**src/hw/rtl/asb_pkg.sv**
```systemverilog
// Shared types, constants and GF(2^8) helper functions for the AES S-box core.
`default_nettype none

package asb_pkg;

    localparam logic OP_FWD = 1'b0;
    localparam logic OP_INV = 1'b1;

    localparam logic [7:0] RED_POLY_LOW     = 8'h1b;
    localparam logic [7:0] AFFINE_CONST     = 8'h63;
    localparam logic [7:0] INV_AFFINE_CONST = 8'h05;

    // One word in flight: operation bit plus the byte being worked on.
    typedef struct packed {
        logic       op;
        logic [7:0] val;
    } t_lane;

    function automatic logic [7:0] gf_xtime(input logic [7:0] a);
        gf_xtime = {a[6:0], 1'b0} ^ (a[7] ? RED_POLY_LOW : 8'h00);
    endfunction

    // Shift-and-add multiply, MSB first, reducing mod 0x11b on the way.
    function automatic logic [7:0] gf_mul(input logic [7:0] a, input logic [7:0] b);
        logic [7:0] acc;
        acc = 8'h00;
        for (int i = 7; i >= 0; i--) begin
            acc = gf_xtime(acc) ^ (a[i] ? b : 8'h00);
        end
        gf_mul = acc;
    endfunction

    // Squaring is linear over GF(2); synthesis folds this into an XOR network.
    function automatic logic [7:0] gf_sq(input logic [7:0] a);
        gf_sq = gf_mul(a, a);
    endfunction

    function automatic logic [7:0] affine_fwd(input logic [7:0] w);
        affine_fwd = w ^ {w[6:0], w[7]} ^ {w[5:0], w[7:6]} ^ {w[4:0], w[7:5]}
                   ^ {w[3:0], w[7:4]} ^ AFFINE_CONST;
    endfunction

    function automatic logic [7:0] affine_inv(input logic [7:0] y);
        affine_inv = {y[6:0], y[7]} ^ {y[4:0], y[7:5]} ^ {y[1:0], y[7:2]}
                   ^ INV_AFFINE_CONST;
    endfunction

endpackage

`default_nettype wire

```
**src/hw/rtl/asb_if.sv**
```systemverilog
// Valid/ready channel interfaces for the S-box input and result words.
`default_nettype none

interface asb_in_if;
    logic       valid;
    logic       ready;
    logic       operation;
    logic [7:0] data_in;

    modport source (output valid, output operation, output data_in, input ready);
    modport sink   (input valid, input operation, input data_in, output ready);
endinterface

interface asb_out_if;
    logic       valid;
    logic       ready;
    logic [7:0] data_out;

    modport source (output valid, output data_out, input ready);
    modport sink   (input valid, input data_out, output ready);
endinterface

`default_nettype wire

```
**src/hw/rtl/asb_pre.sv**
```systemverilog
// Input stage: registers the word and applies the inverse affine map in inverse mode.
`default_nettype none

module asb_pre (
    input  wire            i_clk,
    input  wire            i_rst_n,
    asb_in_if.sink         i_in,
    output logic           o_valid,
    output asb_pkg::t_lane o_lane,
    input  wire            i_ready
);

    logic           r_valid;
    asb_pkg::t_lane r_lane;
    asb_pkg::t_lane n_lane;
    logic           adv;

    assign adv        = !r_valid || i_ready;
    assign i_in.ready = adv;

    always_comb begin
        n_lane.op  = i_in.operation;
        n_lane.val = (i_in.operation == asb_pkg::OP_INV) ? asb_pkg::affine_inv(i_in.data_in)
                                                         : i_in.data_in;
    end

    always_ff @(posedge i_clk) begin
        if (!i_rst_n) begin
            r_valid <= 1'b0;
        end else if (adv) begin
            r_valid <= i_in.valid;
        end
    end

    always_ff @(posedge i_clk) begin
        if (adv && i_in.valid) begin
            r_lane <= n_lane;
        end
    end

    assign o_valid = r_valid;
    assign o_lane  = r_lane;

endmodule

`default_nettype wire

```
**src/hw/rtl/asb_inv.sv**
```systemverilog
// Three-stage GF(2^8) inversion pipeline, x^254 via an addition chain of three multiply levels.
`default_nettype none

module asb_inv (
    input  wire            i_clk,
    input  wire            i_rst_n,
    input  wire            i_valid,
    input  wire asb_pkg::t_lane i_lane,
    output logic           o_ready,
    output logic           o_valid,
    output asb_pkg::t_lane o_lane,
    input  wire            i_ready
);

    typedef struct packed {
        logic       op;
        logic [7:0] x2;
        logic [7:0] x3;
    } t_s2;

    typedef struct packed {
        logic       op;
        logic [7:0] x14;
        logic [7:0] x15;
    } t_s3;

    logic           r_v2, r_v3, r_v4;
    t_s2            r_s2, n_s2;
    t_s3            r_s3, n_s3;
    asb_pkg::t_lane r_s4, n_s4;
    logic           rdy2, rdy3, rdy4;
    logic [7:0]     x12;
    logic [7:0]     x240;

    assign rdy4    = !r_v4 || i_ready;
    assign rdy3    = !r_v3 || rdy4;
    assign rdy2    = !r_v2 || rdy3;
    assign o_ready = rdy2;

    // x^2, x^3
    always_comb begin
        n_s2.op = i_lane.op;
        n_s2.x2 = asb_pkg::gf_sq(i_lane.val);
        n_s2.x3 = asb_pkg::gf_mul(n_s2.x2, i_lane.val);
    end

    // x^12 = (x^3)^4; x^14 = x^12 * x^2; x^15 = x^12 * x^3
    always_comb begin
        x12      = asb_pkg::gf_sq(asb_pkg::gf_sq(r_s2.x3));
        n_s3.op  = r_s2.op;
        n_s3.x14 = asb_pkg::gf_mul(x12, r_s2.x2);
        n_s3.x15 = asb_pkg::gf_mul(x12, r_s2.x3);
    end

    // x^240 = (x^15)^16; x^254 = x^240 * x^14, zero stays zero
    always_comb begin
        x240     = asb_pkg::gf_sq(asb_pkg::gf_sq(asb_pkg::gf_sq(asb_pkg::gf_sq(r_s3.x15))));
        n_s4.op  = r_s3.op;
        n_s4.val = asb_pkg::gf_mul(x240, r_s3.x14);
    end

    always_ff @(posedge i_clk) begin
        if (!i_rst_n) begin
            r_v2 <= 1'b0;
            r_v3 <= 1'b0;
            r_v4 <= 1'b0;
        end else begin
            if (rdy2) begin
                r_v2 <= i_valid;
            end
            if (rdy3) begin
                r_v3 <= r_v2;
            end
            if (rdy4) begin
                r_v4 <= r_v3;
            end
        end
    end

    always_ff @(posedge i_clk) begin
        if (rdy2 && i_valid) begin
            r_s2 <= n_s2;
        end
        if (rdy3 && r_v2) begin
            r_s3 <= n_s3;
        end
        if (rdy4 && r_v3) begin
            r_s4 <= n_s4;
        end
    end

    assign o_valid = r_v4;
    assign o_lane  = r_s4;

    a_adv_s3: assert property (@(posedge i_clk) disable iff (!i_rst_n)
        (r_v2 && rdy3) |=> r_v3)
        else $error("stage 2 word not moved into stage 3");

    a_zero_s2: assert property (@(posedge i_clk) disable iff (!i_rst_n)
        (r_v2 && r_s2.x2 == 8'h00) |-> (r_s2.x3 == 8'h00))
        else $error("x^3 nonzero for zero element");

    a_hold_s3: assert property (@(posedge i_clk) disable iff (!i_rst_n)
        (r_v3 && !rdy4) |=> (r_v3 && $stable(r_s3)))
        else $error("stalled stage 3 word lost or changed");

endmodule

`default_nettype wire

```
**src/hw/rtl/aes_sbox_forward_inverse_core.sv**
```systemverilog
// Top level of the AES S-box core: input stage, inversion pipeline, affine output stage.
// Computes the AES S-box (operation 0) or inverse S-box (operation 1) from its
// definition, with no table. Five register stages: input plus inverse affine map,
// three GF(2^8) inversion stages (x^254 by an addition chain, one level of 8x8
// carry-less multiplies per stage), and an output register holding the forward affine
// map. One word per cycle is accepted while the output takes results, and a stall on
// the output fills the bubbles before the input ready drops. No state survives between
// words; reset only clears the valid bits.
`default_nettype none

module aes_sbox_forward_inverse_core (
    input  wire        i_clk,
    input  wire        i_rst_n,
    asb_in_if.sink     i_in,
    asb_out_if.source  o_out
);

    logic           pre_valid;
    asb_pkg::t_lane pre_lane;
    logic           pre_ready;
    logic           inv_valid;
    asb_pkg::t_lane inv_lane;
    logic           inv_ready;

    logic           r_out_valid;
    logic [7:0]     r_out_data;
    logic [7:0]     n_out_data;

    asb_pre u_pre (
        .i_clk   (i_clk),
        .i_rst_n (i_rst_n),
        .i_in    (i_in),
        .o_valid (pre_valid),
        .o_lane  (pre_lane),
        .i_ready (pre_ready)
    );

    asb_inv u_inv (
        .i_clk   (i_clk),
        .i_rst_n (i_rst_n),
        .i_valid (pre_valid),
        .i_lane  (pre_lane),
        .o_ready (pre_ready),
        .o_valid (inv_valid),
        .o_lane  (inv_lane),
        .i_ready (inv_ready)
    );

    assign inv_ready  = !r_out_valid || o_out.ready;
    assign n_out_data = (inv_lane.op == asb_pkg::OP_FWD) ? asb_pkg::affine_fwd(inv_lane.val)
                                                         : inv_lane.val;

    always_ff @(posedge i_clk) begin
        if (!i_rst_n) begin
            r_out_valid <= 1'b0;
        end else if (inv_ready) begin
            r_out_valid <= inv_valid;
        end
    end

    always_ff @(posedge i_clk) begin
        if (inv_ready && inv_valid) begin
            r_out_data <= n_out_data;
        end
    end

    assign o_out.valid    = r_out_valid;
    assign o_out.data_out = r_out_data;

    a_drain: assert property (@(posedge i_clk) disable iff (!i_rst_n)
        (r_out_valid && o_out.ready && !inv_valid) |=> !r_out_valid)
        else $error("result word repeated after being taken");

    a_fill: assert property (@(posedge i_clk) disable iff (!i_rst_n)
        (inv_valid && inv_ready) |=> r_out_valid)
        else $error("inversion word dropped at output stage");

    a_in_ready: assert property (@(posedge i_clk) disable iff (!i_rst_n)
        (!r_out_valid) |-> inv_ready)
        else $error("empty output stage backpressures pipeline");

endmodule

`default_nettype wire

```
**src/flat_wrapper.sv**
```systemverilog
// flat-port wrapper written by rule: the top's interface ports become plain ports
module aes_sbox_forward_inverse_core_flat 
  (i_clk, i_rst_n, i_in_valid, i_in_operation, i_in_data_in, i_in_ready, o_out_valid, o_out_data_out, o_out_ready);
  asb_in_if i_in_i ();
  asb_out_if o_out_i ();
  input  wire i_clk;
  input  wire i_rst_n;
  input wire logic [$bits(i_in_i.valid)-1:0] i_in_valid;
  input wire logic [$bits(i_in_i.operation)-1:0] i_in_operation;
  input wire logic [$bits(i_in_i.data_in)-1:0] i_in_data_in;
  output wire logic [$bits(i_in_i.ready)-1:0] i_in_ready;
  output wire logic [$bits(o_out_i.valid)-1:0] o_out_valid;
  output wire logic [$bits(o_out_i.data_out)-1:0] o_out_data_out;
  input wire logic [$bits(o_out_i.ready)-1:0] o_out_ready;
  assign i_in_i.valid = i_in_valid;
  assign i_in_i.operation = i_in_operation;
  assign i_in_i.data_in = i_in_data_in;
  assign i_in_ready = i_in_i.ready;
  assign o_out_valid = o_out_i.valid;
  assign o_out_data_out = o_out_i.data_out;
  assign o_out_i.ready = o_out_ready;
  aes_sbox_forward_inverse_core u_core (.i_clk(i_clk), .i_rst_n(i_rst_n), .i_in(i_in_i), .o_out(o_out_i));
endmodule
```
**config.mk**
```make
export PLATFORM = sky130hd
export DESIGN_NAME = aes_sbox_forward_inverse_core_flat
export DESIGN_NICKNAME = d
export VERILOG_FILES = /design/src/hw/rtl/asb_pkg.sv /design/src/hw/rtl/asb_if.sv /design/src/hw/rtl/asb_pre.sv /design/src/hw/rtl/asb_inv.sv /design/src/hw/rtl/aes_sbox_forward_inverse_core.sv /design/src/flat_wrapper.sv
export SDC_FILE = /design/constraint.sdc
export NUM_CORES = 1
export LEC_CHECK = 0
export BUFFER_PORTS_ARGS = -buffer_cell sky130_fd_sc_hd__buf_2
export CAP_MARGIN = 5
export CORE_MARGIN = 2
export CORE_UTILIZATION = 45
export CTS_CLUSTER_SIZE = 20
export DETAILED_ROUTE_END_ITERATION = 10
export GPL_ROUTABILITY_DRIVEN = 0
export PLACE_DENSITY = 0.62
export SLEW_MARGIN = 5
export SYNTH_ARGS = -nofsm -noshare
export SYNTH_HDL_FRONTEND = slang
export SYNTH_SLANG_ARGS = --single-unit
```
**constraint.sdc**
```tcl
create_clock -name i_clk -period 5.5 [get_ports i_clk]
set_input_delay 1.1 -clock i_clk [delete_from_list [all_inputs] [get_ports i_clk]]
set_output_delay 1.1 -clock i_clk [all_outputs]
set_load 0.01 [all_outputs]
```
==> metrics.md, run 1 <==
| Metric | Value |
|---|---|
| Grt ovf | `0` |
| Cells after Synth | `1048` |
| Vias per cell | `5.47` |
| Number of flops mapped to enable cells by yosys | `60` |
| Antenna fix cells | `0` |
| Synth-to-Final Area Change | `4.83%` |
| All-Layer GR Usage | `19.2%` |
| CTS Hold Buffers Added | `0` |
| Top area cells in the synthesized netlist | `xnor2_1, edfxtp_1, nand2_1, xor2_1, xnor3_1` |
| Critical setup path kind | `reg -> reg` |
| Hold Path Origin | `u_core.u_inv.n_s4[8]` |
| Most common cell after layout, fill and taps aside | `xnor2_1` |
| Final ANT Viol Nets | `0` |
| Syn nets | `1065` |
| Share of the synthesized area in the top cell type | `22.6%` |
| R2r setup slk | `1.30 ns` |
| Largest net degree at the start of global routing | `42` |
| Worst r2r path cells | `9` |
| Die width | `143 µm` |
| Top FF cell, synth | `edfxtp_1` |
| Hold Path Sink | `u_core.u_inv.o_lane[8]` |
| Most frequent cells in the layout | `xnor2_1, nand2_1, nor2_1` |
| Final Max Tran Viols | `0` |
| Die Span Y | `143 µm` |
| Reg-to-reg startpoint | `u_core.u_inv.r_s2[5]` |
| Number of DRC markers in iteration 0 | `435` |
| CTS resizes | `0` |
| CTS root buf | `clkbuf_16` |
| Via count | `6798` |
| Ports | `23` |
| Distinct cells, synth | `68` |
| Register bit total from synthesis | `65` |
| Num Clock Sinks | `65` |
| Cell row count | `50` |
| Drt pass-1 iters | `6` |
| Port Buffers | `22` |
| First-pass GRT wire length | `32000 µm` |
| Final WL | `18800 µm` |
| Core area | `0.0188 mm²` |
| Mapped Area | `0.00865 mm²` |
| Crit. End Element | `flop` |
| Final TNS setup | `0 ns` |
| Max-Cap Viols | `0` |
| TritonCTS Buffers | `9` |
| Outcome | `completed` |
| RSZ-0062 raised after global routing | `false` |
| Final Cycle Share | `76.3%` |
| Slew Limit Headroom | `31.2%` |
| Nets@finish | `1021` |
| Area leader, netlist | `xnor2_1` |
| Syn_area_per_cell | `8.25 µm²` |
| Drc violations | `0` |
| Hold depth | `0` |
| DP HPWL | `13300 µm` |
| CTS tree | `built` |
| Clock Path Buffers | `2` |
| Layout cell share with drive strength beyond 1 | `8.33%` |
| Minimum clock period after layout | `4.20 ns` |
| WL/cell | `15.1 µm` |
| Initial Util | `46.1%` |
| Reg2Reg Capture Point | `u_core.u_inv.r_s3[6]` |
| Fmax | `0.238 GHz` |
| Startpoint types | `flop` |
| Worst Max-Slew Pin Slew | `1.03 ns` |
| Hold Path Class | `reg -> reg` |
| Max FO, Critical Path | `18` |
| Clock slew at reported path FFs | `0.06 ns` |
| Async S/R FF share, synth | `0%` |
| H-tree depth | `3` |
| Vias in the first global route | `6320` |
| Setup Viol. Count Final | `0` |
| Critical Path AT | `4.28 ns` |
| Die area | `0.0203 mm²` |
| Clk_lat worst skew | `0.35 ns` |
| Initial antenna violation count | `0` |
| Post-synthesis sequential area ratio | `22.0%` |
| Synth warn | `0` |
| Hold Fails Final Rpt | `0` |
| Req. time, crit path | `5.59 ns` |
| Layout Skew | `0.0134 ns` |
| Postcts setup bufs | `0` |
==> routing by layer <==
layer / vias up / track usage [%] / part of all wire (%)
met5: - / 0 / 0
met4: 0 / 4.48 / 0.92
met3: 11 / 2.92 / 3.9
met2: 137 / 32.7 / 49
met1: 3170 / 25.7 / 46
li1: 3480 / - / -
==> sequential cells by signal, indices dropped and copies added, names as in the netlist <==
| name | flops |
|---|---|
| u_core.u_pre.o_valid | 1 |
| u_core.u_inv.n_s3 | 1 |
| u_core.u_inv.r_s3 | 16 |
| u_core.u_inv.o_lane | 9 |
| u_core.o_out.valid | 1 |
| u_core.u_pre.o_lane | 9 |
| u_core.u_inv.n_s4 | 1 |
| u_core.u_inv.o_valid | 1 |
| u_core.u_inv.r_s2 | 16 |
| u_core.u_inv.r_v2 | 1 |
| u_core.o_out.data_out | 8 |
| u_core.u_inv.r_v3 | 1 |
==> cells in the mapped netlist, types with 4 or more instances <==
library cell,count
o22ai_1,13
o211ai_1,11
xnor3_1,17
buf_4,5
o21a_1,4
nor3_1,14
nor2b_1,19
o21ai_0,54
or3_1,4
a21oi_1,50
dfxtp_1,5
xor3_1,5
xnor2_1,223
nand3_1,18
nand2_1,153
nor2_1,66
a22oi_1,12
buf_1,11
nor3b_1,6
mux2i_1,17
clkbuf_1,61
a221oi_1,4
a21boi_0,8
ha_1,4
inv_1,12
xor2_1,61
a32oi_1,5
o21ai_1,7
nand2b_1,11
xnor2_2,8
o221ai_1,10
mux2_2,12
edfxtp_1,60
buf_2,15
a211oi_1,7
and3_1,6
==> area by class of cell <==
class,count,area [µm²]
inverter,17,63.8
tap,234,293
multi-input combinational,873,6290
clock buffer,10,239
sequential,65,1900
timing repair buffer,38,230
fill,1769,9700
clock inverter,6,50.0
==> stage by stage <==
stage / hold WS, ns / setup slack, ns / cells / instance area (µm²) / utilization [%]
floorplan: 0.400 / 2.30 / 1048 / 8650 / -
finish: 0.432 / 1.30 / 1243 / 9060 / 48.3
CTS: 0.431 / 1.30 / 1243 / 9060 / 48.3
global placement: 0.402 / 1.44 / 1227 / 8770 / 46.8
detailed placement: 0.414 / 1.32 / 1227 / 8770 / 46.8
global route: 0.439 / 1.00 / 1243 / 9060 / 48.3
==> worst max-delay path: stages, from the launching register on <==
cell      delay (ns)
edfxtp_1        0.64
ha_1            0.76
buf_4           0.33
xnor2_2         0.14
xnor3_1         0.83
nand2_1         0.14
xor2_1          0.31
xnor3_1         0.47
xnor2_1         0.23
xnor2_1         0.09
==> cell families (layout without fill, tap and decap cells) <==
| group | after synthesis | count (layout) | synth area share, % |
|---|---|---|---|
| adders and majority gates | 4 | 4 | 0.579 |
| and+or+nand+nor | 311 | 311 | 16.0 |
| muxes | 29 | 29 | 3.53 |
| DFF | 65 | 65 | 22.0 |
| buffers and inverters | 110 | 71 | 5.30 |
| xor gates and xnor gates | 319 | 319 | 37.3 |
| AOI/OAI and AO/OA | 210 | 210 | 15.4 |
==> worst max-delay path by stage <==
stage | start | endpoint | slack (ns) | cells after the start
floorplan | o_out_ready | u_core.u_inv.n_s3[16] | 2.30 | 4
global placement | u_core.u_inv.r_s2[5] | u_core.u_inv.r_s3[6] | 1.44 | 9
detailed placement | u_core.u_inv.r_s2[5] | u_core.u_inv.r_s3[6] | 1.32 | 9
CTS | u_core.u_inv.r_s2[5] | u_core.u_inv.r_s3[6] | 1.30 | 9
global route | u_core.u_inv.r_s2[5] | u_core.u_inv.r_s3[6] | 1.00 | 9
finish | u_core.u_inv.r_s2[5] | u_core.u_inv.r_s3[6] | 1.30 | 9
Power of run 1 is not shown: default switching activity piles up to over one toggle a cycle in this logic, so the estimate is an artifact.
==> inputs of run 2 (changes only) <==
Clock period 5.5 ns to 3.9 ns, I/O delays scaled along.
==> metrics.md, run 2 (synthesis gave the netlist of run 1 again) <==
| Metric | Value |
|---|---|
| Outcome | `completed` |
| R2r setup slk | `0.54 ns (-0.76 ns)` |
| Postcts setup bufs | `0 (unchanged)` |
| Clk_lat worst skew | `0.33 ns (-0.02 ns)` |
| Drc violations | `0 (unchanged)` |
| Most common cell after layout, fill and taps aside | `xnor2_1` |
| DP HPWL | `13600 µm (+2.6%)` |
| Reg-to-reg startpoint | `u_core.u_inv.r_s3[3]` |
| Clock Path Buffers | `2 (unchanged)` |
| Final Max Tran Viols | `0 (unchanged)` |
| Max FO, Critical Path | `13 (-5)` |
| Initial antenna violation count | `0 (unchanged)` |
| Final WL | `18900 µm (+0.23%)` |
| Ports | `23 (unchanged)` |
| Most frequent cells in the layout | `xnor2_1, nand2_1, nor2_1` |
| Final Cycle Share | `86.2% (+9.9 points)` |
| All-Layer GR Usage | `19.3% (+0.094 points)` |
| Worst Max-Slew Pin Slew | `1.02 ns (-0.0102 ns)` |
| WL/cell | `15.0 µm (-0.89%)` |
| First-pass GRT wire length | `31700 µm (-0.71%)` |
| Initial Util | `46.1% (unchanged)` |
| CTS tree | `built` |
| Via count | `6886 (+1.3%)` |
| Hold depth | `0 (unchanged)` |
| Clock slew at reported path FFs | `0.06 ns (about the same)` |
| Slew Limit Headroom | `31.9% (+0.69 points)` |
| TritonCTS Buffers | `9 (unchanged)` |
| Layout Skew | `0.0103 ns (-0.00314 ns)` |
| Core area | `0.0188 mm² (unchanged)` |
| Largest net degree at the start of global routing | `42 (unchanged)` |
| Startpoint types | `flop` |
| Hold Path Origin | `u_core.u_inv.n_s3[16]` |
| Antenna fix cells | `0 (unchanged)` |
| Critical Path AT | `3.44 ns (-0.84 ns)` |
| Hold Path Sink | `u_core.u_inv.n_s4[8]` |
| Final TNS setup | `0 ns (unchanged)` |
| Setup Viol. Count Final | `0 (unchanged)` |
| Vias in the first global route | `6275 (-0.71%)` |
| Worst r2r path cells | `8 (-1)` |
| CTS root buf | `clkbuf_16` |
| Num Clock Sinks | `65 (unchanged)` |
| Placed inst area | `0.00889 mm² (+1.3%)` |
| Fmax | `0.297 GHz (+25%)` |
| Critical setup path kind | `reg -> reg` |
| Die width | `143 µm (unchanged)` |
| Biggest regs | `u_core.u_inv.r_s2 (16), u_core.u_inv.r_s3 (16)` |
| Final ANT Viol Nets | `0 (unchanged)` |
| Port Buffers | `22 (unchanged)` |
| Final Instance Area | `0.00921 mm² (+1.7%)` |
| Vias per cell | `5.48 (+0.17%)` |
| Max-Cap Viols | `0 (unchanged)` |
| CTS resizes | `0 (unchanged)` |
| Hold Fails Final Rpt | `0 (unchanged)` |
| RSZ-0062 raised after global routing | `false` |
| Die Span Y | `143 µm (unchanged)` |
| H-tree depth | `3 (unchanged)` |
| Cell row count | `50 (unchanged)` |
| Filler instances | `1797 (+1.6%)` |
| CTS Hold Buffers Added | `0 (unchanged)` |
| Die area | `0.0203 mm² (unchanged)` |
| Crit. End Element | `flop` |
| Grt ovf | `0 (unchanged)` |
| Number of DRC markers in iteration 0 | `503 (+16%)` |
| Drt pass-1 iters | `5 (-1)` |
| Reg2Reg Capture Point | `u_core.u_inv.o_lane[3]` |
| Layout cell share with drive strength beyond 1 | `9.48% (+1.2 points)` |
| Minimum clock period after layout | `3.36 ns (-0.836 ns)` |
| Hold Path Class | `reg -> reg` |
| Nets@finish | `1035 (+1.4%)` |
| Synth-to-Final Area Change | `6.57%` |
| Req. time, crit path | `3.98 ns (-1.61 ns)` |
-- run 2: cell count changes in the layout (fill, tap and decap cells not counted) --
cell       previous run  this run
buf_4                16        29
bufinv_16             0         2
buf_12                0         1
clkbuf_1              0         1
clkbuf_8              1         0
clkinv_4              2         1
inv_6                 2         1
-- run 2: critical path: stages, from the launching register on --
cell      delay (ns)
edfxtp_1        0.53
xor3_2          0.62
xnor2_2         0.45
nor3_1          0.11
or4_1           0.52
nand4_1         0.14
xnor2_1         0.21
xnor3_1         0.39
xnor2_1         0.14
-- run 2: metal layers --
| metal | global-route usage (%) | vias to the layer above | part of all wire [%] |
|---|---|---|---|
| met4 | 4.64 | 0 | 1.4 |
| met2 | 33.2 | 138 | 49 |
| li1 | - | 3507 | - |
| met3 | 3.22 | 19 | 3.7 |
| met5 | 0 | - | 0 |
| met1 | 25.3 | 3222 | 46 |
-- run 2: metrics by stage --
| stage | std cells | utilization (%) | setup slack (ns) | hold WS (ns) |
|---|---|---|---|---|
| floorplan | 1048 | - | 0.835 | 0.400 |
| finish | 1257 | 49.1 | 0.537 | 0.416 |
| global placement | 1241 | 47.4 | 0.565 | 0.402 |
| detailed placement | 1241 | 47.4 | 0.511 | 0.407 |
| CTS | 1257 | 49.1 | 0.522 | 0.420 |
| global route | 1257 | 49.1 | 0.343 | 0.428 |
-- run 2: layout make-up --
type / instances / area, µm² / share of cell area (%)
well taps: 234 / 293 / 3.18
multi-input cells: 873 / 6290 / 68.2
clock buffers: 10 / 229 / 2.49
inverters: 17 / 63.8 / 0.693
repair buffers: 52 / 348 / 3.78
clock inverters: 6 / 92.6 / 1.00
flip-flops and latches: 65 / 1900 / 20.6
-- run 2: how the worst max path moves through the flow --
stage / from / to / slack (ns) / cells past startpoint
3_3_place_gp: u_core.u_inv.r_s3[7] / u_core.u_inv.o_lane[4] / 0.56 / 9
2_1_floorplan: u_core.u_pre.o_lane[6] / u_core.u_inv.r_s2[6] / 0.84 / 14
6_report: u_core.u_inv.r_s3[3] / u_core.u_inv.o_lane[3] / 0.54 / 8
3_5_place_dp: u_core.u_inv.r_s3[7] / u_core.u_inv.o_lane[1] / 0.51 / 9
4_1_cts: u_core.u_inv.r_s3[7] / u_core.u_inv.o_lane[1] / 0.52 / 9
5_1_grt: u_core.u_inv.r_s2[5] / u_core.u_inv.r_s3[4] / 0.34 / 11
Power of run 2 is left out for the same reason.
==> inputs of run 3 (changes only) <==
Settings changed: BUFFER_PORTS_ARGS -buffer_cell sky130_fd_sc_hd__buf_2 to not set, DONT_BUFFER_PORTS set to 1, GPL_ROUTABILITY_DRIVEN 0 to not set, PLACE_DENSITY 0.62 to 0.61, SYNTH_HIERARCHICAL set to 1.
==> metrics.md, run 3 <==
| Metric | Value |
|---|---|
| Outcome | `completed` |
| Setup Viol. Count Final | `0 (unchanged)` |
| Clk_lat worst skew | `0.34 ns (about the same)` |
| CTS tree | `built` |
| Area of the multi-input gates | `0.00613 mm² (-2.5%)` |
| Drt pass-1 iters | `4 (-1)` |
| Top area cells in the synthesized netlist | `edfxtp_1, xnor2_1, nand2_1, xor2_1, o21ai_0` |
| Register bit total from synthesis | `65 (unchanged)` |
| Core area | `0.0186 mm² (-1.0%)` |
| Filler instances | `1771 (-1.4%)` |
| Ports | `23 (unchanged)` |
| Syn nets | `1058 (-0.66%)` |
| Vias in the first global route | `6200 (-1.2%)` |
| Biggest regs | `u_core/u_inv/r_s2 (16), u_core/u_inv/r_s3 (16)` |
| Drc violations | `0 (unchanged)` |
| CTS resizes | `0 (unchanged)` |
| First-pass GRT wire length | `32500 µm (+2.4%)` |
| Die Span Y | `141 µm (-0.93%)` |
| Initial Util | `45.6% (-0.42 points)` |
| TritonCTS Buffers | `9 (unchanged)` |
| Reg area | `0.00190 mm² (unchanged)` |
| Postcts setup bufs | `0 (unchanged)` |
| Clock Path Buffers | `2 (unchanged)` |
| Final TNS setup | `0 ns (unchanged)` |
| Cells after Synth | `1041 (-0.67%)` |
| Async S/R FF share, synth | `0% (unchanged)` |
| Slew Limit Headroom | `28.3% (-3.6 points)` |
| Syn_area_per_cell | `8.15 µm² (-1.3%)` |
| Final ANT Viol Nets | `0 (unchanged)` |
| All-Layer GR Usage | `20.1% (+0.80 points)` |
| Most common cell after layout, fill and taps aside | `xnor2_1` |
| Most frequent cells in the layout | `xnor2_1, nand2_1, o21ai_0` |
| Hold Path Class | `reg -> reg` |
| Final Cycle Share | `86.5% (+0.33 points)` |
| DP HPWL | `13800 µm (+1.0%)` |
| Startpoint types | `flop` |
| Port Buffers | `0 (-100%)` |
| Most common cell in the netlist | `xnor2_1` |
| Grt ovf | `0 (unchanged)` |
| Clock slew at reported path FFs | `0.06 ns (about the same)` |
| R2r setup slk | `0.52 ns (about the same)` |
| Initial antenna violation count | `0 (unchanged)` |
| Max-Cap Viols | `0 (unchanged)` |
| Largest net degree at the start of global routing | `42 (unchanged)` |
| Vias per cell | `5.54 (+1.2%)` |
| Antenna fix cells | `0 (unchanged)` |
| RSZ-0062 raised after global routing | `false` |
| Post-synthesis sequential area ratio | `22.4% (+0.43 points)` |
| Synth-to-Final Area Change | `5.65%` |
| CTS Hold Buffers Added | `0 (unchanged)` |
| Die width | `141 µm (-0.93%)` |
| Worst Max-Slew Pin Slew | `1.07 ns (+0.0561 ns)` |
| Via count | `6833 (-0.77%)` |
| Final WL | `19600 µm (+3.7%)` |
| Critical setup path kind | `reg -> reg` |
| Share of the synthesized area in the top cell type | `21.2% (-1.3 points)` |
| Area leader, netlist | `edfxtp_1` |
| Req. time, crit path | `3.98 ns (about the same)` |
| Nets@finish | `1011 (-2.3%)` |
| Hold Fails Final Rpt | `0 (unchanged)` |
| Number of DRC markers in iteration 0 | `474 (-5.8%)` |
| Max FO, Critical Path | `36 (+23)` |
| Top post-synthesis cells by count | `xnor2_1, nand2_1, o21ai_0` |
| Layout cell share with drive strength beyond 1 | `8.01% (-1.5 points)` |
| Critical Path AT | `3.46 ns (+0.02 ns)` |
| Mapped Area | `0.00848 mm² (-1.9%)` |
| Minimum clock period after layout | `3.38 ns (+0.0127 ns)` |
| Top FF cell, synth | `edfxtp_1` |
| WL/cell | `15.9 µm (+5.7%)` |
| Placer Congestion | `0.861` |
| Synth warn | `6 (+6)` |
| Layout Skew | `0.00583 ns (-0.00445 ns)` |
| CTS root buf | `clkbuf_16` |
| Num Clock Sinks | `65 (unchanged)` |
| Fmax | `0.296 GHz (-0.38%)` |
| Cell row count | `50 (unchanged)` |
| Distinct cells, synth | `71 (+4.4%)` |
| Final Max Tran Viols | `0 (unchanged)` |
| Number of flops mapped to enable cells by yosys | `60 (unchanged)` |
| Die area | `0.0200 mm² (-1.9%)` |
| H-tree depth | `3 (unchanged)` |
| Crit. End Element | `flop` |
[run 3: cell types whose count changed after synthesis, moves of 10 or more]
cell / before / now
o21ai_0: 54 / 64
a21oi_1: 50 / 61
nand2_1: 153 / 180
nor2_1: 66 / 53
xnor2_1: 223 / 193
[run 3: through the flow]
step / util, % / std cells / hold WS (ns) / instance area (µm²) / worst slack [ns]
detailed placement: 46.6 / 1217 / 0.405 / 8650 / 0.550
finish: 48.2 / 1233 / 0.415 / 8960 / 0.525
global route: 48.2 / 1233 / 0.423 / 8960 / 0.339
global placement: 46.6 / 1217 / 0.405 / 8650 / 0.640
floorplan: - / 1041 / 0.400 / 8480 / 1.00
CTS: 48.2 / 1233 / 0.416 / 8960 / 0.541
[run 3: final timing paths]
path,cells after the start,to,from
min reg2reg,0,u_core/u_inv/o_lane[8],u_core/u_inv/n_s4[8]
max reg2reg,9,u_core/u_inv/r_s3[4],u_core/u_inv/r_s2[7]
max,9,u_core/u_inv/r_s3[4],u_core/u_inv/r_s2[7]
min,0,u_core/u_inv/o_lane[8],u_core/u_inv/n_s4[8]
[run 3: kinds of logic after synthesis]
| logic type | Yosys count | share of synthesized area (%) |
|---|---|---|
| and+or+nand+nor | 323 | 16.7 |
| xor gates and xnor gates | 289 | 35.2 |
| AOI/OAI and AO/OA | 226 | 16.9 |
| buffers and inverters | 112 | 5.41 |
| DFF | 65 | 22.4 |
| muxes | 22 | 2.77 |
| adders and majority gates | 4 | 0.590 |
[run 3: routing by layer]
metal	vias up	track usage [%]	share of wire, %
li1	3459	-	-
met1	3225	27.4	47
met2	128	33.5	49
met3	21	2.67	3.5
met4	0	5.53	1.4
met5	-	0	0
[run 3: worst max-delay path: stages, from the launching register on]
cell and delay (ns):
edfxtp_1 0.36, buf_4 0.36, xnor3_2 0.57, xor2_2 0.54, xnor2_1 0.19, a21oi_1 0.09
a31oi_1 0.19, xnor2_1 0.19, xnor2_1 0.20, xnor3_1 0.43
[run 3: layout make-up]
class                      count  share of cell area [%]
sequential                    65                    21.2
multi-input combinational    864                    68.4
timing repair buffer          34                    2.85
inverter                      20                   0.838
clock buffer                   9                    2.51
clock inverter                 7                   0.936
tap                          234                    3.27
Power of run 3 is left out for the same reason.
